==> config.mk <==
export PLATFORM = sky130hd
export DESIGN_NAME = response_frame_parser_unit
export DESIGN_NICKNAME = d
export VERILOG_FILES = /design/src/rtl/rfp_pkg.sv /design/src/rtl/rfp_cfg.sv /design/src/rtl/rfp_parser.sv /design/src/rtl/rfp_out_stage.sv /design/src/rtl/response_frame_parser_unit.sv
export SDC_FILE = /design/constraint.sdc
export NUM_CORES = 1
export LEC_CHECK = 0
export BUFFER_PORTS_ARGS = -buffer_cell sky130_fd_sc_hd__clkbuf_2
export CAP_MARGIN = 30
export CORE_UTILIZATION = 60
export DETAILED_ROUTE_END_ITERATION = 12
export GPL_TIMING_DRIVEN = 0
export PLACE_DENSITY = 0.81
export RECOVER_POWER = 100
export SETUP_SLACK_MARGIN = 0.15
export SYNTH_ARGS = -nofsm -noshare
export SYNTH_HDL_FRONTEND = slang
export SYNTH_HIERARCHICAL = 1
export SYNTH_SLANG_ARGS = --single-unit
==> constraint.sdc <==
create_clock -name clk -period 26 [get_ports clk]
set_input_delay 5.2 -clock clk [delete_from_list [all_inputs] [get_ports clk]]
set_output_delay 5.2 -clock clk [all_outputs]
set_load 0.01 [all_outputs]
==> src/rtl/rfp_pkg.sv <==
package rfp_pkg;

  localparam int unsigned ByteW  = 8;
  localparam int unsigned ValueW = 32;
  localparam int unsigned CodeW  = 2;
  localparam int unsigned IdxW   = 3;
  localparam int unsigned PhaseW = 3;
  localparam int unsigned DataW  = 48;

  // parse phases
  localparam logic [PhaseW-1:0] PH_IDLE      = 3'd0;
  localparam logic [PhaseW-1:0] PH_LEN       = 3'd1;
  localparam logic [PhaseW-1:0] PH_DATA      = 3'd2;
  localparam logic [PhaseW-1:0] PH_DATA_CSUM = 3'd3;
  localparam logic [PhaseW-1:0] PH_ERR_BYTE  = 3'd4;
  localparam logic [PhaseW-1:0] PH_ERR_CSUM  = 3'd5;

  // frame kinds
  localparam logic [CodeW-1:0] KIND_ACK  = 2'd0;
  localparam logic [CodeW-1:0] KIND_DATA = 2'd1;
  localparam logic [CodeW-1:0] KIND_NACK = 2'd2;
  localparam logic [CodeW-1:0] KIND_ERR  = 2'd3;

  // frame status
  localparam logic [CodeW-1:0] ST_OK      = 2'd0;
  localparam logic [CodeW-1:0] ST_CSUM    = 2'd1;
  localparam logic [CodeW-1:0] ST_LONG    = 2'd2;
  localparam logic [CodeW-1:0] ST_UNKNOWN = 2'd3;

  // register indexes
  localparam logic [IdxW-1:0] REG_ACK      = 3'd0;
  localparam logic [IdxW-1:0] REG_ACK_DATA = 3'd1;
  localparam logic [IdxW-1:0] REG_NACK     = 3'd2;
  localparam logic [IdxW-1:0] REG_ACK_ERR  = 3'd3;
  localparam logic [IdxW-1:0] REG_MAX_LEN  = 3'd4;

  localparam logic [ByteW-1:0] RST_ACK      = 8'd6;
  localparam logic [ByteW-1:0] RST_ACK_DATA = 8'd7;
  localparam logic [ByteW-1:0] RST_NACK     = 8'd21;
  localparam logic [ByteW-1:0] RST_ACK_ERR  = 8'd8;
  localparam logic [ByteW-1:0] RST_MAX_LEN  = 8'd8;

  localparam logic [ByteW-1:0] CSUM_BASE = 8'hFF;

  typedef struct packed {
    logic [ByteW-1:0] ack_code;
    logic [ByteW-1:0] ack_data_code;
    logic [ByteW-1:0] nack_code;
    logic [ByteW-1:0] ack_error_code;
    logic [ByteW-1:0] max_frame_bytes;
  } cfg_t;

  typedef struct packed {
    logic              valid;
    logic [CodeW-1:0]  frame_kind;
    logic [CodeW-1:0]  frame_status;
    logic [ValueW-1:0] payload_value;
    logic [ByteW-1:0]  payload_length;
  } result_t;

endpackage

==> src/rtl/rfp_cfg.sv <==
module rfp_cfg (
  input  logic                      clk,
  input  logic                      rst_n,
  input  logic                      cfg_we,
  input  logic [rfp_pkg::IdxW-1:0]  cfg_index,
  input  logic [rfp_pkg::ByteW-1:0] cfg_wdata,
  output rfp_pkg::cfg_t             cfg
);

  rfp_pkg::cfg_t cfg_r;

  always_ff @(posedge clk) begin
    if (!rst_n) begin
      cfg_r.ack_code        <= rfp_pkg::RST_ACK;
      cfg_r.ack_data_code   <= rfp_pkg::RST_ACK_DATA;
      cfg_r.nack_code       <= rfp_pkg::RST_NACK;
      cfg_r.ack_error_code  <= rfp_pkg::RST_ACK_ERR;
      cfg_r.max_frame_bytes <= rfp_pkg::RST_MAX_LEN;
    end else if (cfg_we) begin
      unique case (cfg_index)
        rfp_pkg::REG_ACK:      cfg_r.ack_code        <= cfg_wdata;
        rfp_pkg::REG_ACK_DATA: cfg_r.ack_data_code   <= cfg_wdata;
        rfp_pkg::REG_NACK:     cfg_r.nack_code       <= cfg_wdata;
        rfp_pkg::REG_ACK_ERR:  cfg_r.ack_error_code  <= cfg_wdata;
        rfp_pkg::REG_MAX_LEN:  cfg_r.max_frame_bytes <= cfg_wdata;
        default: ;
      endcase
    end
  end

  assign cfg = cfg_r;

endmodule

==> src/rtl/rfp_parser.sv <==
module rfp_parser (
  input  logic                      clk,
  input  logic                      rst_n,
  input  logic                      in_fire,
  input  logic [rfp_pkg::ByteW-1:0] in_byte,
  input  rfp_pkg::cfg_t             cfg,
  output rfp_pkg::result_t          res
);

  logic [rfp_pkg::PhaseW-1:0] phase_r, phase_nxt;
  logic [rfp_pkg::ByteW-1:0]  decl_len_r, decl_len_nxt;
  logic [rfp_pkg::ByteW-1:0]  left_r, left_nxt;
  logic [rfp_pkg::ByteW-1:0]  sum_r, sum_nxt;
  logic [rfp_pkg::ValueW-1:0] acc_r, acc_nxt;
  logic [rfp_pkg::ByteW-1:0]  expect_sum;
  logic                       too_long;

  assign expect_sum = rfp_pkg::CSUM_BASE - sum_r;
  assign too_long   = ({1'b0, in_byte} + 9'd3) > {1'b0, cfg.max_frame_bytes};

  always_comb begin
    phase_nxt          = phase_r;
    decl_len_nxt       = decl_len_r;
    left_nxt           = left_r;
    sum_nxt            = sum_r;
    acc_nxt            = acc_r;
    res                = '0;
    if (in_fire) begin
      unique case (phase_r)
        rfp_pkg::PH_LEN: begin
          decl_len_nxt = in_byte;
          sum_nxt      = sum_r + in_byte;
          acc_nxt      = '0;
          if (too_long) begin
            res.valid          = 1'b1;
            res.frame_kind     = rfp_pkg::KIND_DATA;
            res.frame_status   = rfp_pkg::ST_LONG;
            res.payload_length = in_byte;
            phase_nxt          = rfp_pkg::PH_IDLE;
          end else begin
            left_nxt  = in_byte;
            phase_nxt = (in_byte == '0) ? rfp_pkg::PH_DATA_CSUM : rfp_pkg::PH_DATA;
          end
        end
        rfp_pkg::PH_DATA: begin
          acc_nxt  = {acc_r[rfp_pkg::ValueW-rfp_pkg::ByteW-1:0], in_byte};
          sum_nxt  = sum_r + in_byte;
          left_nxt = left_r - 8'd1;
          if (left_r == 8'd1) begin
            phase_nxt = rfp_pkg::PH_DATA_CSUM;
          end
        end
        rfp_pkg::PH_DATA_CSUM: begin
          res.valid          = 1'b1;
          res.frame_kind     = rfp_pkg::KIND_DATA;
          res.frame_status   = (in_byte == expect_sum) ? rfp_pkg::ST_OK : rfp_pkg::ST_CSUM;
          res.payload_value  = acc_r;
          res.payload_length = decl_len_r;
          phase_nxt          = rfp_pkg::PH_IDLE;
        end
        rfp_pkg::PH_ERR_BYTE: begin
          acc_nxt   = {{(rfp_pkg::ValueW-rfp_pkg::ByteW){1'b0}}, in_byte};
          sum_nxt   = sum_r + in_byte;
          phase_nxt = rfp_pkg::PH_ERR_CSUM;
        end
        rfp_pkg::PH_ERR_CSUM: begin
          res.valid          = 1'b1;
          res.frame_kind     = rfp_pkg::KIND_ERR;
          res.frame_status   = (in_byte == expect_sum) ? rfp_pkg::ST_OK : rfp_pkg::ST_CSUM;
          res.payload_value  = acc_r;
          phase_nxt          = rfp_pkg::PH_IDLE;
        end
        default: begin
          // type byte
          phase_nxt    = rfp_pkg::PH_IDLE;
          sum_nxt      = in_byte;
          decl_len_nxt = '0;
          left_nxt     = '0;
          acc_nxt      = '0;
          if (in_byte == cfg.ack_code) begin
            res.valid      = 1'b1;
            res.frame_kind = rfp_pkg::KIND_ACK;
          end else if (in_byte == cfg.ack_data_code) begin
            phase_nxt = rfp_pkg::PH_LEN;
          end else if (in_byte == cfg.nack_code) begin
            res.valid      = 1'b1;
            res.frame_kind = rfp_pkg::KIND_NACK;
          end else if (in_byte == cfg.ack_error_code) begin
            if (cfg.max_frame_bytes < 8'd3) begin
              res.valid        = 1'b1;
              res.frame_kind   = rfp_pkg::KIND_ERR;
              res.frame_status = rfp_pkg::ST_LONG;
            end else begin
              phase_nxt = rfp_pkg::PH_ERR_BYTE;
            end
          end else begin
            res.valid        = 1'b1;
            res.frame_kind   = rfp_pkg::KIND_ACK;
            res.frame_status = rfp_pkg::ST_UNKNOWN;
          end
        end
      endcase
    end
  end

  always_ff @(posedge clk) begin
    if (!rst_n) begin
      phase_r    <= rfp_pkg::PH_IDLE;
      decl_len_r <= '0;
      left_r     <= '0;
      sum_r      <= '0;
      acc_r      <= '0;
    end else begin
      phase_r    <= phase_nxt;
      decl_len_r <= decl_len_nxt;
      left_r     <= left_nxt;
      sum_r      <= sum_nxt;
      acc_r      <= acc_nxt;
    end
  end

  a_data_left: assert property (@(posedge clk) disable iff (!rst_n)
    (phase_r == rfp_pkg::PH_DATA) |-> (left_r != '0))
    else $error("data phase with no bytes left");

  a_result_idle: assert property (@(posedge clk) disable iff (!rst_n)
    res.valid |=> (phase_r == rfp_pkg::PH_IDLE))
    else $error("parser not idle after a result");

  a_no_fire_hold: assert property (@(posedge clk) disable iff (!rst_n)
    !in_fire |=> $stable(phase_r) && $stable(sum_r) && $stable(acc_r))
    else $error("parser state moved without a request");

endmodule

==> src/rtl/rfp_out_stage.sv <==
module rfp_out_stage (
  input  logic                      clk,
  input  logic                      rst_n,
  input  rfp_pkg::result_t          res,
  input  logic                      out_tready,
  output logic                      out_tvalid,
  output logic [rfp_pkg::DataW-1:0] out_tdata,
  output logic [rfp_pkg::CodeW-1:0] out_tuser,
  output logic                      room
);

  logic                      valid_r, valid_nxt;
  logic [rfp_pkg::DataW-1:0] data_r;
  logic [rfp_pkg::CodeW-1:0] user_r;

  assign room = !valid_r || out_tready;

  always_comb begin
    valid_nxt = valid_r;
    if (res.valid) begin
      valid_nxt = 1'b1;
    end else if (out_tready) begin
      valid_nxt = 1'b0;
    end
  end

  always_ff @(posedge clk) begin
    if (!rst_n) begin
      valid_r <= 1'b0;
    end else begin
      valid_r <= valid_nxt;
    end
  end

  always_ff @(posedge clk) begin
    if (res.valid) begin
      data_r <= {6'd0, res.payload_length, res.payload_value, res.frame_status};
      user_r <= res.frame_kind;
    end
  end

  assign out_tvalid = valid_r;
  assign out_tdata  = data_r;
  assign out_tuser  = user_r;

  a_no_overwrite: assert property (@(posedge clk) disable iff (!rst_n)
    (valid_r && !out_tready) |-> !res.valid)
    else $error("pending result overwritten");

  a_load_shows: assert property (@(posedge clk) disable iff (!rst_n)
    res.valid |=> valid_r)
    else $error("loaded result not shown");

  a_drain: assert property (@(posedge clk) disable iff (!rst_n)
    (valid_r && out_tready && !res.valid) |=> !valid_r)
    else $error("taken result not cleared");

endmodule

==> src/rtl/response_frame_parser_unit.sv <==
// output: a result appears on out_* in the cycle after the frame's last byte is accepted
// throughput: one byte accepted per cycle, held back only while a result waits on out_tready
// the output register lets the next byte enter in the cycle the pending result is taken
// reset: rst_n synchronous active low; parser returns to idle awaiting a type byte
// registers return to their defaults and any pending result is dropped
module response_frame_parser_unit (
  input  logic                      clk,
  input  logic                      rst_n,
  input  logic                      in_tvalid,
  output logic                      in_tready,
  input  logic [7:0]                in_tdata,   // rx_byte[7:0]
  output logic                      out_tvalid,
  input  logic                      out_tready,
  output logic [rfp_pkg::DataW-1:0] out_tdata,  // frame_status[1:0], payload_value[33:2],
                                                // payload_length[41:34], zero fill
  output logic [1:0]                out_tuser,  // frame_kind[1:0]
  input  logic                      cfg_we,
  input  logic [rfp_pkg::IdxW-1:0]  cfg_index,
  input  logic [7:0]                cfg_wdata
);

  rfp_pkg::cfg_t    cfg;
  rfp_pkg::result_t res;
  logic             room;
  logic             in_fire;

  assign in_tready = room;
  assign in_fire   = in_tvalid && room;

  rfp_cfg u_cfg (
    .clk       (clk),
    .rst_n     (rst_n),
    .cfg_we    (cfg_we),
    .cfg_index (cfg_index),
    .cfg_wdata (cfg_wdata),
    .cfg       (cfg)
  );

  rfp_parser u_parser (
    .clk     (clk),
    .rst_n   (rst_n),
    .in_fire (in_fire),
    .in_byte (in_tdata),
    .cfg     (cfg),
    .res     (res)
  );

  rfp_out_stage u_out (
    .clk        (clk),
    .rst_n      (rst_n),
    .res        (res),
    .out_tready (out_tready),
    .out_tvalid (out_tvalid),
    .out_tdata  (out_tdata),
    .out_tuser  (out_tuser),
    .room       (room)
  );

endmodule

==> summary.md <==
| Metric | Value |
|---|---|
| Run status | `finished, final reports clean` |
| Top cells by area, synth | `dfxtp_1 (28%), edfxtp_1 (19%), mux2i_1 (5.8%)` |
| Clock tree from TritonCTS | `yes` |
| HPWL after detailed placement | `12600 um` |
| Peak supply drop | `~0.000077 V` |
| Post-CTS Setup Bufs | `0` |
| I/O Pins | `76` |
| Via count | `slightly below 6000` |
| Final setup fails | `0` |
| DRT antenna net count | `0` |
| Max-slew violation count | `0` |
| Max Fanout on Critical Path | `3` |
| Routability cong. | `0.8699` |
| Power per cell area | `65.06 mW/mm^2` |
| Arr. time, crit path | `~5.6 ns` |
| Via/cell ratio | `5.982` |
| Area Overhead vs Synth | `14.77%` |
| Max-cap viol count | `0` |
| FMAX | `92.75 MHz` |
| CTS Root Cell | `clkbuf_16` |
| Initial core utilization | `0.6156` |
| Fin Clk Skew | `about 0.012 ns` |
| Period minus WS final | `10.78 ns` |
| Port buffer count | `68` |
| Yosys reg bits | `between 100 and 150` |
| Post-synth ARST share | `0` |
| Core Box Area | `0.01142 mm^2` |
| Number of global-route vias before repair | `5765` |
| TritonCTS buffer count | `17` |
| Met3 Use GR | `0.07290` |
| CP required | `around 21 ns` |
| Power share of the combinational group | `0.096` |
| Met2 GRT Util | `0.5420` |
| First-pass GRT wire length | `28680 um` |
| WL/cell | `approximately 18 um` |
| Drt first pass iters | `6` |
| Synth Instances | `733` |
| Initial antenna violation count | `0` |
| Clk slew on worst S/H paths | `0.06 ns` |
| Primary FF master, synth | `dfxtp_1` |
| CP endpoint kind | `output port` |
| Share of cells above drive strength 1 | `0.1007` |
| Post-synth cell types | `66` |
| Total design power | `0.0005248 W` |
| Yosys warns | `6` |
| Slew @ Worst Pin | `0.7219 ns` |
| Post_cts resized | `0` |
| Number of synthesized flops with an enable pin | `between 40 and 50` |
| Die Ht | `110.2 um` |
| Sw Pwr | `0.0001427 W` |
| HP Class | `flip-flop to flip-flop` |
| Switching fraction of total power | `0.2719` |
| Max_slew headroom | `0.5150` |
| Crit path launch type | `input port` |
| Final hold violations | `0` |
| Internal | `between 0.0003 and 0.0004 W` |
| Die area | `0.01215 mm^2` |
| Die span in x | `110.2 um` |
| Num rows | `39` |
| Clock Power Share | `0.445` |
| Fin crit share | `0.4147` |
| RSZ-0062 raised after global routing | `no` |
| GRT busiest layer | `met2` |
| All-Layer GR Usage | `0.3174` |
| Post-Synthesis Cell Area | `0.007029 mm^2` |
| Sequential share of power | `0.458` |
| # DRC | `0` |
| LEAKAGE | `3.034 nW` |
| ANT cells | `0` |
| Final hold slack | `0.4572 ns` |
| Yosys top cell area share | `0.2848` |
| Largest net degree at the start of global routing | `17` |
| CTS Hold Buffers Added | `0` |
| H-tree depth | `4` |
| Grt met1 use | `0.3658` |
| CP Class | `input port to output port` |
| Sequential area share after synthesis | `0.4728` |
| CTS Sinks | `144` |
| DRT Wirelength | `18020 um` |
| Worst skew pair latency | `0.43 ns` |
| Gr ovfl total | `0` |
| Starting DRT DRC Count | `around 580` |
| Setup_tns | `0 ns` |
| Nets | `about 880` |
| Clock tree buffer depth | `2` |
| Post-synth top area cell | `dfxtp_1` |
| Syn avg cell area | `9.590 um^2` |
## registers in the layout (all words and copies together) (netlist names)
register,count
u_parser/phase_r,3
u_parser/left_r,8
u_parser/sum_r,8
u_cfg/cfg,40
u_out/out_tvalid,1
u_parser/decl_len_r,8
u_out/out_tuser,2
u_parser/acc_r,32
u_out/out_tdata,42
## cells by family after synthesis
family,share of synthesized area
simple gates,0.1915
flops,0.4728
compound gates,0.1273
buf+inv,0.05215
xor+xnor,0.05732
mux,0.05999
fa+ha+maj,0.03845
other cells,0.0005335
## worst paths after layout
path | startpoint | end | slack (ns) | cells after the start
max | out_tready | in_tready | 15.22 | 3
min | u_parser/decl_len_r[6] | u_parser/decl_len_r[6] | 0.46 | 2
max reg2reg | u_cfg/cfg[3] | u_out/out_tdata[35] | 21.52 | 13
min reg2reg | u_parser/decl_len_r[6] | u_parser/decl_len_r[6] | 0.46 | 2
## cells in the mapped netlist (all sizes together), types with 2 or more instances
cell,number
a21oi,36
nand2b,6
clkbuf,28
nand4,10
a32oi,9
mux2i,41
a221oi,3
xnor2,33
a311oi,2
or4,2
dfxtp,100
inv,19
o21bai,3
nor2b,19
xor2,13
a211oi,8
and3,2
a31oi,6
a21o,5
o21a,3
o211ai,5
or2,3
buf,32
a22oi,25
nor2,58
nand3,27
o31ai,4
ha,20
nand3b,2
nand4bb,2
o21ai,13
nor4bb,2
nor4,7
nand2,80
edfxtp,44
nor3,8
and2,35
and4b,2
## worst max-delay path, stage by stage
cell	delay, ns
clkbuf_2	0.07
nand2b_1	0.17
clkbuf_1	0.14
## stage by stage
| stage | area [um^2] | setup slack (ns) | util | instances |
|---|---|---|---|---|
| final | 8068 | 15.22 | 0.7066 | 987 |
| after global routing | 8068 | 14.83 | 0.7066 | 987 |
| after CTS | 8167 | 15.26 | 0.7152 | 986 |
| after detailed placement | 7602 | 15.26 | 0.6658 | 954 |
| after global placement | 7567 | 10.69 | 0.6627 | 949 |
| after floorplan | 7048 | 13.25 | - | 738 |
## power by group through the flow
stage / combinational, W / sequential [W] / clock (W)
detailed placement: 0.0000509 / 0.000246 / 0
global placement: 0.0000487 / 0.000246 / 0
floorplan: 0.0000322 / 0.000248 / 0
finish: 0.0000506 / 0.000241 / 0.000234
CTS: 0.0000515 / 0.000241 / 0.000236
global route: 0.0000553 / 0.000241 / 0.000245
## area by class of cell
type / instances / area (um^2)
plain buffers: 60 / 280.3
clock buffers: 17 / 425.4
clock inverters: 15 / 138.9
fillers: 891 / 3351
inverters: 20 / 75.07
multi-input cells: 514 / 3344
flip-flops and latches: 144 / 3323
well taps: 143 / 178.9
repair buffers: 74 / 301.5
## layout by cell type (no fill, tap or decap), drive strengths merged, types with 28 or more instances in the layout
cell type  count
dfxtp        100
and2          35
buf           28
nand2         80
a21oi         36
clkbuf       123
nor2          58
xnor2         33
inv           29
edfxtp        44
mux2i         41
## metal layers
metal,share of wire,up-vias
li1,-,2771
met1,0.40,2808
met2,0.50,278
met3,0.064,47
met4,0.035,0
met5,0,-
No activity file was read; power rests on OpenSTA's default activity.
